[config.mk]
export PLATFORM = sky130hd
export DESIGN_NAME = indexed_image_rle_decoder_unit
export DESIGN_NICKNAME = d
export VERILOG_FILES = /design/src/iird_pkg.sv /design/src/iird_in_stage.sv /design/src/iird_decode.sv /design/src/iird_out_stage.sv /design/src/indexed_image_rle_decoder_unit.sv
export VERILOG_INCLUDE_DIRS = /design/src /design/src/src
export SDC_FILE = /design/constraint.sdc
export NUM_CORES = 1
export LEC_CHECK = 0
export ABC_AREA = 1
export BUFFER_PORTS_ARGS = -buffer_cell sky130_fd_sc_hd__buf_2
export CAP_MARGIN = 0
export CORE_MARGIN = 3
export CORE_UTILIZATION = 25
export CTS_CLUSTER_SIZE = 16
export DETAILED_ROUTE_END_ITERATION = 10
export GPL_TIMING_DRIVEN = 0
export PLACE_DENSITY = 0.47
export SLEW_MARGIN = 10
export SYNTH_ARGS = -nofsm -noshare
export SYNTH_HDL_FRONTEND = slang
export SYNTH_SLANG_ARGS = --single-unit
[constraint.sdc]
create_clock -name i_clk -period 3.5 [get_ports i_clk]
set_input_delay 0.7 -clock i_clk [delete_from_list [all_inputs] [get_ports i_clk]]
set_output_delay 0.7 -clock i_clk [all_outputs]
set_load 0.05 [all_outputs]
[src/indexed_image_rle_decoder_unit_defines.svh]
// Assertion helpers for the decoder modules; iird_decode is the one that includes them.
// Both expect i_clk and i_rst_n in the scope where they are used.
`ifndef INDEXED_IMAGE_RLE_DECODER_UNIT_DEFINES_SVH
`define INDEXED_IMAGE_RLE_DECODER_UNIT_DEFINES_SVH

// Property that must hold at every clock edge out of reset
`define IIRD_ASSERT(lbl, prop, msg) \
    lbl: assert property (@(posedge i_clk) disable iff (!i_rst_n) (prop)) else $error(msg);

// Condition in one cycle implies a consequence in the next
`define IIRD_ASSERT_NEXT(lbl, ante, cons, msg) \
    lbl: assert property (@(posedge i_clk) disable iff (!i_rst_n) (ante) |=> (cons)) \
        else $error(msg);

`endif

[src/iird_pkg.sv]
package iird_pkg;

    // Dimension handling
    localparam int                 DIM_W   = 13;
    localparam logic [DIM_W-1:0]   MAX_DIM = 13'd4096;

    // Field widths
    localparam int BYTE_W = 8;
    localparam int LEN_W  = 7;

    // Register indexes of the configuration port
    localparam int                CFG_IDX_W      = 2;
    localparam logic [CFG_IDX_W-1:0] CFG_MODE    = 2'd0;
    localparam logic [CFG_IDX_W-1:0] CFG_KEY     = 2'd1;
    localparam logic [CFG_IDX_W-1:0] CFG_WIDTH   = 2'd2;
    localparam logic [CFG_IDX_W-1:0] CFG_HEIGHT  = 2'd3;

    // Parser phase, one-hot
    typedef enum logic [2:0] {
        PH_CTRL  = 3'b001,
        PH_VALUE = 3'b010,
        PH_LIT   = 3'b100
    } t_phase;

    // Software-written settings
    typedef struct packed {
        logic              decode_mode;
        logic [BYTE_W-1:0] key_index;
        logic [DIM_W-1:0]  image_width;
        logic [DIM_W-1:0]  image_height;
    } t_cfg;

    // One decoded run
    typedef struct packed {
        logic              overrun;
        logic              image_end;
        logic              row_end;
        logic [LEN_W-1:0]  run_length;
        logic [BYTE_W-1:0] pixel_value;
    } t_run;

    // Sizes above the supported maximum act as the maximum
    function automatic logic [DIM_W-1:0] clamp_dim(input logic [DIM_W-1:0] v);
        return (v > MAX_DIM) ? MAX_DIM : v;
    endfunction

endpackage

[src/iird_in_stage.sv]
module iird_in_stage (
    input  logic                       i_clk,
    input  logic                       i_rst_n,
    input  logic                       i_valid,
    output logic                       o_ready,
    input  logic [iird_pkg::BYTE_W-1:0] i_byte,
    input  logic                       i_take,
    output logic                       o_valid,
    output logic [iird_pkg::BYTE_W-1:0] o_byte
);
    import iird_pkg::*;

    logic              r_valid;
    logic [BYTE_W-1:0] r_byte;

    // Room when empty or when the held byte leaves this cycle
    assign o_ready = !r_valid || i_take;

    always_ff @(posedge i_clk) begin
        if (!i_rst_n) begin
            r_valid <= 1'b0;
        end else if (o_ready) begin
            r_valid <= i_valid;
        end
    end

    always_ff @(posedge i_clk) begin
        if (o_ready && i_valid) begin
            r_byte <= i_byte;
        end
    end

    assign o_valid = r_valid;
    assign o_byte  = r_byte;

endmodule

[src/iird_decode.sv]
module iird_decode (
    input  logic                        i_clk,
    input  logic                        i_rst_n,
    input  iird_pkg::t_cfg              i_cfg,
    input  logic                        i_fire,
    input  logic [iird_pkg::BYTE_W-1:0] i_byte,
    output logic                        o_emit,
    output iird_pkg::t_run              o_run
);
    import iird_pkg::*;

    `include "indexed_image_rle_decoder_unit_defines.svh"

    t_phase           r_phase,  n_phase;
    logic [LEN_W-1:0] r_count,  n_count;
    logic [DIM_W-1:0] r_column, n_column;
    logic [DIM_W-1:0] r_row,    n_row;
    logic             r_finished, n_finished;

    logic [DIM_W-1:0]  w_width, w_height;
    logic              w_ignore;
    logic              w_emit, w_may_close, w_closes, w_last, w_over;
    logic [BYTE_W-1:0] w_value;
    logic [LEN_W-1:0]  w_len;
    logic [DIM_W:0]    w_ncol;

    assign w_width  = clamp_dim(i_cfg.image_width);
    assign w_height = clamp_dim(i_cfg.image_height);
    assign w_ignore = r_finished || (r_row >= w_height);

    // Parser step and column / row tracking
    always_comb begin
        n_phase     = r_phase;
        n_count     = r_count;
        n_column    = r_column;
        n_row       = r_row;
        n_finished  = r_finished;
        w_emit      = 1'b0;
        w_value     = i_byte;
        w_len       = LEN_W'(1);
        w_may_close = 1'b1;
        w_closes    = 1'b0;
        w_last      = 1'b0;
        w_over      = 1'b0;
        w_ncol      = '0;
        if (i_fire && !w_ignore) begin
            case (r_phase)
                PH_VALUE: begin
                    n_phase = PH_CTRL;
                    n_count = '0;
                    w_len   = r_count;
                    w_emit  = (r_count != '0);
                end
                PH_LIT: begin
                    n_count     = r_count - LEN_W'(1);
                    w_emit      = 1'b1;
                    w_may_close = (n_count == '0);
                    if (n_count == '0) begin
                        n_phase = PH_CTRL;
                    end
                end
                default: begin
                    // control byte; unused codes land here too
                    n_phase = PH_CTRL;
                    if (!i_cfg.decode_mode) begin
                        if (i_byte[7:6] == 2'b11) begin
                            n_phase = PH_VALUE;
                            n_count = {1'b0, i_byte[5:0]};
                        end else begin
                            w_emit = 1'b1;
                        end
                    end else if (i_byte[7]) begin
                        w_value = i_cfg.key_index;
                        w_len   = i_byte[6:0];
                        w_emit  = (i_byte[6:0] != '0);
                    end else if (i_byte != '0) begin
                        n_phase = PH_LIT;
                        n_count = i_byte[6:0];
                    end
                end
            endcase

            if (w_emit) begin
                w_ncol   = {1'b0, r_column} + {{(DIM_W+1-LEN_W){1'b0}}, w_len};
                w_over   = w_ncol > {1'b0, w_width};
                w_closes = w_may_close && (w_ncol >= {1'b0, w_width});
                if (w_closes) begin
                    n_column = '0;
                    n_row    = r_row + DIM_W'(1);
                    if (n_row >= w_height) begin
                        w_last     = 1'b1;
                        n_finished = 1'b1;
                        n_phase    = PH_CTRL;
                        n_count    = '0;
                    end
                end else begin
                    n_column = w_ncol[DIM_W-1:0];
                end
            end
        end
    end

    always_ff @(posedge i_clk) begin
        if (!i_rst_n) begin
            r_phase    <= PH_CTRL;
            r_count    <= '0;
            r_column   <= '0;
            r_row      <= '0;
            r_finished <= 1'b0;
        end else begin
            r_phase    <= n_phase;
            r_count    <= n_count;
            r_column   <= n_column;
            r_row      <= n_row;
            r_finished <= n_finished;
        end
    end

    assign o_emit            = w_emit;
    assign o_run.pixel_value = w_value;
    assign o_run.run_length  = w_len;
    assign o_run.row_end     = w_closes;
    assign o_run.image_end   = w_last;
    assign o_run.overrun     = w_over;

    // Checks
    `IIRD_ASSERT(a_fin_idle, !r_finished || (r_phase == PH_CTRL && r_count == '0), "finished parser not idle")
    `IIRD_ASSERT(a_lit_count, r_phase != PH_LIT || r_count != '0, "literal phase with zero count")
    `IIRD_ASSERT(a_col_bound, r_column < (MAX_DIM + DIM_W'(127)), "column out of range")
    `IIRD_ASSERT_NEXT(a_fin_hold, r_finished, r_finished && r_row == $past(r_row), "finished state left")

endmodule

[src/iird_out_stage.sv]
module iird_out_stage (
    input  logic           i_clk,
    input  logic           i_rst_n,
    input  logic           i_load,
    input  iird_pkg::t_run i_run,
    input  logic           i_ready,
    output logic           o_free,
    output logic           o_valid,
    output iird_pkg::t_run o_run
);
    import iird_pkg::*;

    logic r_valid;
    t_run r_run;

    // Free when empty or when the held run is taken this cycle
    assign o_free = !r_valid || i_ready;

    always_ff @(posedge i_clk) begin
        if (!i_rst_n) begin
            r_valid <= 1'b0;
        end else if (o_free) begin
            r_valid <= i_load;
        end
    end

    always_ff @(posedge i_clk) begin
        if (o_free && i_load) begin
            r_run <= i_run;
        end
    end

    assign o_valid = r_valid;
    assign o_run   = r_run;

endmodule

[src/indexed_image_rle_decoder_unit.sv]
// Channel    Dir  Data                                   Side band
// s_axis     in   tdata[7:0] data_byte                   -
// m_axis     out  tdata[7:0] pixel_value, [14:8] len     tlast row_end, tuser image_end/overrun
// cfg        in   wdata per index: mode, key, width, height  write only
//
// One compressed byte per cycle, sustained while the output is not stalled; the run of a byte
// enters the output register when the byte leaves the input register through the parser step.
// The parser state update between the two registers sets the rate.
// Synchronous active-low reset clears parser, position and both stage valids.
// A stalled output holds its run; input keeps flowing until both registers are full.
module indexed_image_rle_decoder_unit (
    input  logic                           i_clk,
    input  logic                           i_rst_n,
    input  logic                           i_s_axis_tvalid,
    output logic                           o_s_axis_tready,
    input  logic [7:0]                     i_s_axis_tdata,   // [7:0] data_byte
    output logic                           o_m_axis_tvalid,
    input  logic                           i_m_axis_tready,
    output logic [15:0]                    o_m_axis_tdata,   // [7:0] pixel_value, [14:8] run_length
    output logic                           o_m_axis_tlast,   // row_end
    output logic [1:0]                     o_m_axis_tuser,   // [0] image_end, [1] overrun
    input  logic                           i_cfg_wr_en,
    input  logic [iird_pkg::CFG_IDX_W-1:0] i_cfg_index,
    input  logic [iird_pkg::DIM_W-1:0]     i_cfg_wdata
);
    import iird_pkg::*;

    t_cfg              r_cfg;
    logic              w_in_valid;
    logic [BYTE_W-1:0] w_in_byte;
    logic              w_out_free;
    logic              w_fire;
    logic              w_emit;
    t_run              w_run;
    t_run              w_out_run;

    // Configuration registers
    always_ff @(posedge i_clk) begin
        if (!i_rst_n) begin
            r_cfg.decode_mode  <= 1'b0;
            r_cfg.key_index    <= '0;
            r_cfg.image_width  <= DIM_W'(1);
            r_cfg.image_height <= DIM_W'(1);
        end else if (i_cfg_wr_en) begin
            case (i_cfg_index)
                CFG_MODE:   r_cfg.decode_mode  <= i_cfg_wdata[0];
                CFG_KEY:    r_cfg.key_index    <= i_cfg_wdata[BYTE_W-1:0];
                CFG_WIDTH:  r_cfg.image_width  <= i_cfg_wdata;
                CFG_HEIGHT: r_cfg.image_height <= i_cfg_wdata;
                default: ;
            endcase
        end
    end

    // A byte advances when the output register can take a possible run
    assign w_fire = w_in_valid && w_out_free;

    iird_in_stage u_in (
        .i_clk   (i_clk),
        .i_rst_n (i_rst_n),
        .i_valid (i_s_axis_tvalid),
        .o_ready (o_s_axis_tready),
        .i_byte  (i_s_axis_tdata),
        .i_take  (w_fire),
        .o_valid (w_in_valid),
        .o_byte  (w_in_byte)
    );

    iird_decode u_dec (
        .i_clk   (i_clk),
        .i_rst_n (i_rst_n),
        .i_cfg   (r_cfg),
        .i_fire  (w_fire),
        .i_byte  (w_in_byte),
        .o_emit  (w_emit),
        .o_run   (w_run)
    );

    iird_out_stage u_out (
        .i_clk   (i_clk),
        .i_rst_n (i_rst_n),
        .i_load  (w_fire && w_emit),
        .i_run   (w_run),
        .i_ready (i_m_axis_tready),
        .o_free  (w_out_free),
        .o_valid (o_m_axis_tvalid),
        .o_run   (w_out_run)
    );

    assign o_m_axis_tdata = {1'b0, w_out_run.run_length, w_out_run.pixel_value};
    assign o_m_axis_tlast = w_out_run.row_end;
    assign o_m_axis_tuser = {w_out_run.overrun, w_out_run.image_end};

endmodule
==> impl_metrics.ini <==
[drt]
wl_um = 19780
wl_per_cell_um = 15.17
num_vias = 5921
viasPerCell = 4.541
drc = 0
ant_nets = 0
dr.pass1.iters = 5
drtIter0Drc = 312

[placed_design]
gp_congestion = 0.8729
dp_hpwl_um = 14630
portBuffers = 47
dp_cells = 1229

[cts]
clock-root-buffer = clkbuf_16
clock_latency_ps = 350
cts_buffers = 9
cts-htree-levels = 3
clock-sinks = 100
clk_pin_slew_ps = 70
cts_tree = built
clockBufferDepth = 2

[floorplan]
io_pins = 49
fp.dieArea_um2 = 27040
initial_utilization_pct = 25.66
fp.dieW_um = 164.4
rows = 57
die_h_um = 164.4
core_um2 = 24460

[timing]
hold_viol = 0
max_freq_mhz = 270.1
fin_crit_sh_pct = 105.8
rsz0062_at_grt = true
setup_slack_ps = -202.0
finalSetupViolCount = 34
post-route-min-period_ps = 3702
fin_skew_ps = 10.21
slew_headroom_pct = 46.76
worstMarginPinSlew_ps = 792.5
slew_violations = 0

[synthesis]
yosysWarningCount = 0
syn-num-nets = 937
synth_compound_area_share_pct = 12.64
synth.area.top_cells = dfxtp_1, edfxtp_1, nand2_1
ys_types = 46
synth_mux_area_share_pct = 0
synth_top_area_share_pct = 23.60
synthXorXnorAreaFrac_pct = 2.931
syn_area_um2 = 6276
yosysSeqAreaShare_pct = 36.04
synth-seq-cells = 100
yosys.area_share.adder_pct = 10.29
synthSimpleGateAreaFrac_pct = 28.71
synth_top_family_by_area = simple AND/OR/NAND/NOR gates
synth_area_leader_cell = dfxtp_1
syn_avg_cell_area_um2 = 7.315
syn_inst = 858

[layout]
drive_gt1_share_pct = 26.53
final_core_util_pct = 34.26
final.fill_count = 2581
mostFrequentLayoutCells = nand2_1, inv_1, nor2_1
areaGrowthSynthToFinish_pct = 33.55
diodes = 0
fin_nets = 1054
final_common_cell = nand2_1
fin_cells = 1304

[job]
maxCapViolCount = 0

[global_route]
grt_use_met1_pct = 20.60
grt_util_met2_pct = 24.13
antenna_found_initial = 0
grt_pass1_vias = 5879
grt_overflow = 0
grt_pass1_wl_um = 31190
track_usage_pct = 14.92
grt_max_degree = 28
grt-busiest-layer = met2
met3_usage_pct = 2.408

[status]
violations = setup timing
status = complete, but fails checks

[power]
leakage_nw = 3.572
pwr_density_cell_nw_per_um2 = 501.0
peakVddDrop_mv = 0.2561

[critical_path]
crit_path_frequent_cell = inv_2
crit_path_max_fanout = 5
crit_required_ps = 3600
critPathMaxStageDelay_ps = 380
crit_buf_inv = 7
crit_path_end_kind = register
cp_top_family = simple AND/OR/NAND/NOR gates
worstPathArrival_ps = 3810
worstPathCellList = inv_4 > nand3_4 > nand2_4 > nor2_4 > inv_2 > o22ai_4 > inv_2 > ha_4 > fa_2 > buf_6 > a21oi_2 > xor2_1 > inv_2 > ha_4 > a21oi_1 > o21a_1 > nand2_1 > nand2_2 > nand4_4 > nand2_4 > nor2_8 > buf_12 > buf_12
worstSetupPathType = reg2reg
slowest_stage = dfxtp_4
cp-start-kind = register

[min_path]
min_path_type = reg2reg
==> sequential cells by signal, summed over array words and instances, names as in the netlist, 3 cells and up <==
name            cells
r_cfg              35
u_dec.r_column     13
u_dec.r_count       7
u_dec.r_phase       3
u_dec.r_row        13
u_in.o_byte         8
u_out.o_run        18
==> cells by family after synthesis <==
| kind of cell | Yosys count |
|---|---|
| simple gates | 397 |
| compound gates | 147 |
| buf+inv | 141 |
| flops | 100 |
| fa+ha+maj | 51 |
| xor+xnor | 21 |
| other cells | 1 |
==> through the flow <==
stage	setup slack, ps	power [mW]	setup TNS (ps)	cell area, µm²	hold WS (ps)
after global routing	-360.6	4.498	-10890	8382	493.3
after CTS	-168.3	4.206	-2996	8098	475.8
after detailed placement	-627.6	2.840	-19940	6948	461.9
after floorplan	6.155	2.471	0	6307	435.9
after global placement	-604.1	2.838	-18860	6948	452.8
final	-202.0	4.200	-4379	8382	469.1
==> metal layers <==
| metal | vias up | share of wire, % |
|---|---|---|
| met5 | - | 0 |
| met4 | 0 | 1.9 |
| met3 | 23 | 3.6 |
| met2 | 105 | 46 |
| met1 | 2738 | 49 |
| li1 | 3055 | - |
==> path summary, 6_finish.rpt <==
kind	from	cells past startpoint	endpoint	slack [ps]
setup / recovery	u_dec.r_phase[1]	23	u_out.o_run[15]	-200
hold / removal	u_dec.r_finished	2	u_dec.r_finished	470
setup reg to reg	u_dec.r_phase[1]	23	u_out.o_run[15]	-200
hold reg to reg	u_dec.r_finished	2	u_dec.r_finished	470
==> layout make-up <==
type                       count  area, µm²  area share, %
clock inverter                 6      71.32         0.8509
clock buffer                  10      229.0          2.732
buffer                        24      167.7          2.000
inverter                     117      449.2          5.359
sequential                   100       2275          27.14
multi-input combinational    617       3990          47.60
timing repair buffer         106      794.5          9.479
tap                          324      405.4          4.837
==> worst reg2reg max path, stage by stage (launching register included) <==
cell and delay (ps):
dfxtp_4 380, inv_4 40, nand3_4 70, nand2_4 70, nor2_4 210, inv_2 80
o22ai_4 130, inv_2 90, ha_4 180, fa_2 380, buf_6 150, a21oi_2 120
xor2_1 220, inv_2 90, ha_4 160, a21oi_1 160, o21a_1 130, nand2_1 60
nand2_2 80, nand4_4 170, nand2_4 170, nor2_8 50, buf_12 130, buf_12 130
==> where the power goes <==
group / internal, mW / switching [mW] / leakage (nW) / total (mW)
Clock: 0.563 / 0.476 / 0.140 / 1.04
Sequential: 1.32 / 0.128 / 0.846 / 1.45
Combinational: 0.683 / 1.03 / 2.59 / 1.71
==> Yosys cell counts (all sizes together) <==
library cell and n:
xor2 18, buf 12, clkbuf 12, inv 115, dfxtp 74, conb 1, nand3b 1, a211oi 1
nand4 31, nor3 10, nor2 117, fa 1, o211ai 3, a21o 1, xnor2 3, o21bai 6
a21boi 2, o21ai 61, and2 1, or2 2, nand2 183, a21oi 70, edfxtp 26, clkinv 2
nand3 46, o22ai 1, nor4 4, nor3b 2, o21a 2, ha 50
==> repair_timing <==
action,in CTS,in global routing
hold buffers,0,0
gates resized for setup,91,48
pin swaps,39,40
hold endpoints to repair,0,0
gates cloned,2,1
setup endpoints to repair,37,64
buffers inserted,48,11
(Power assumes the default switching activity.)
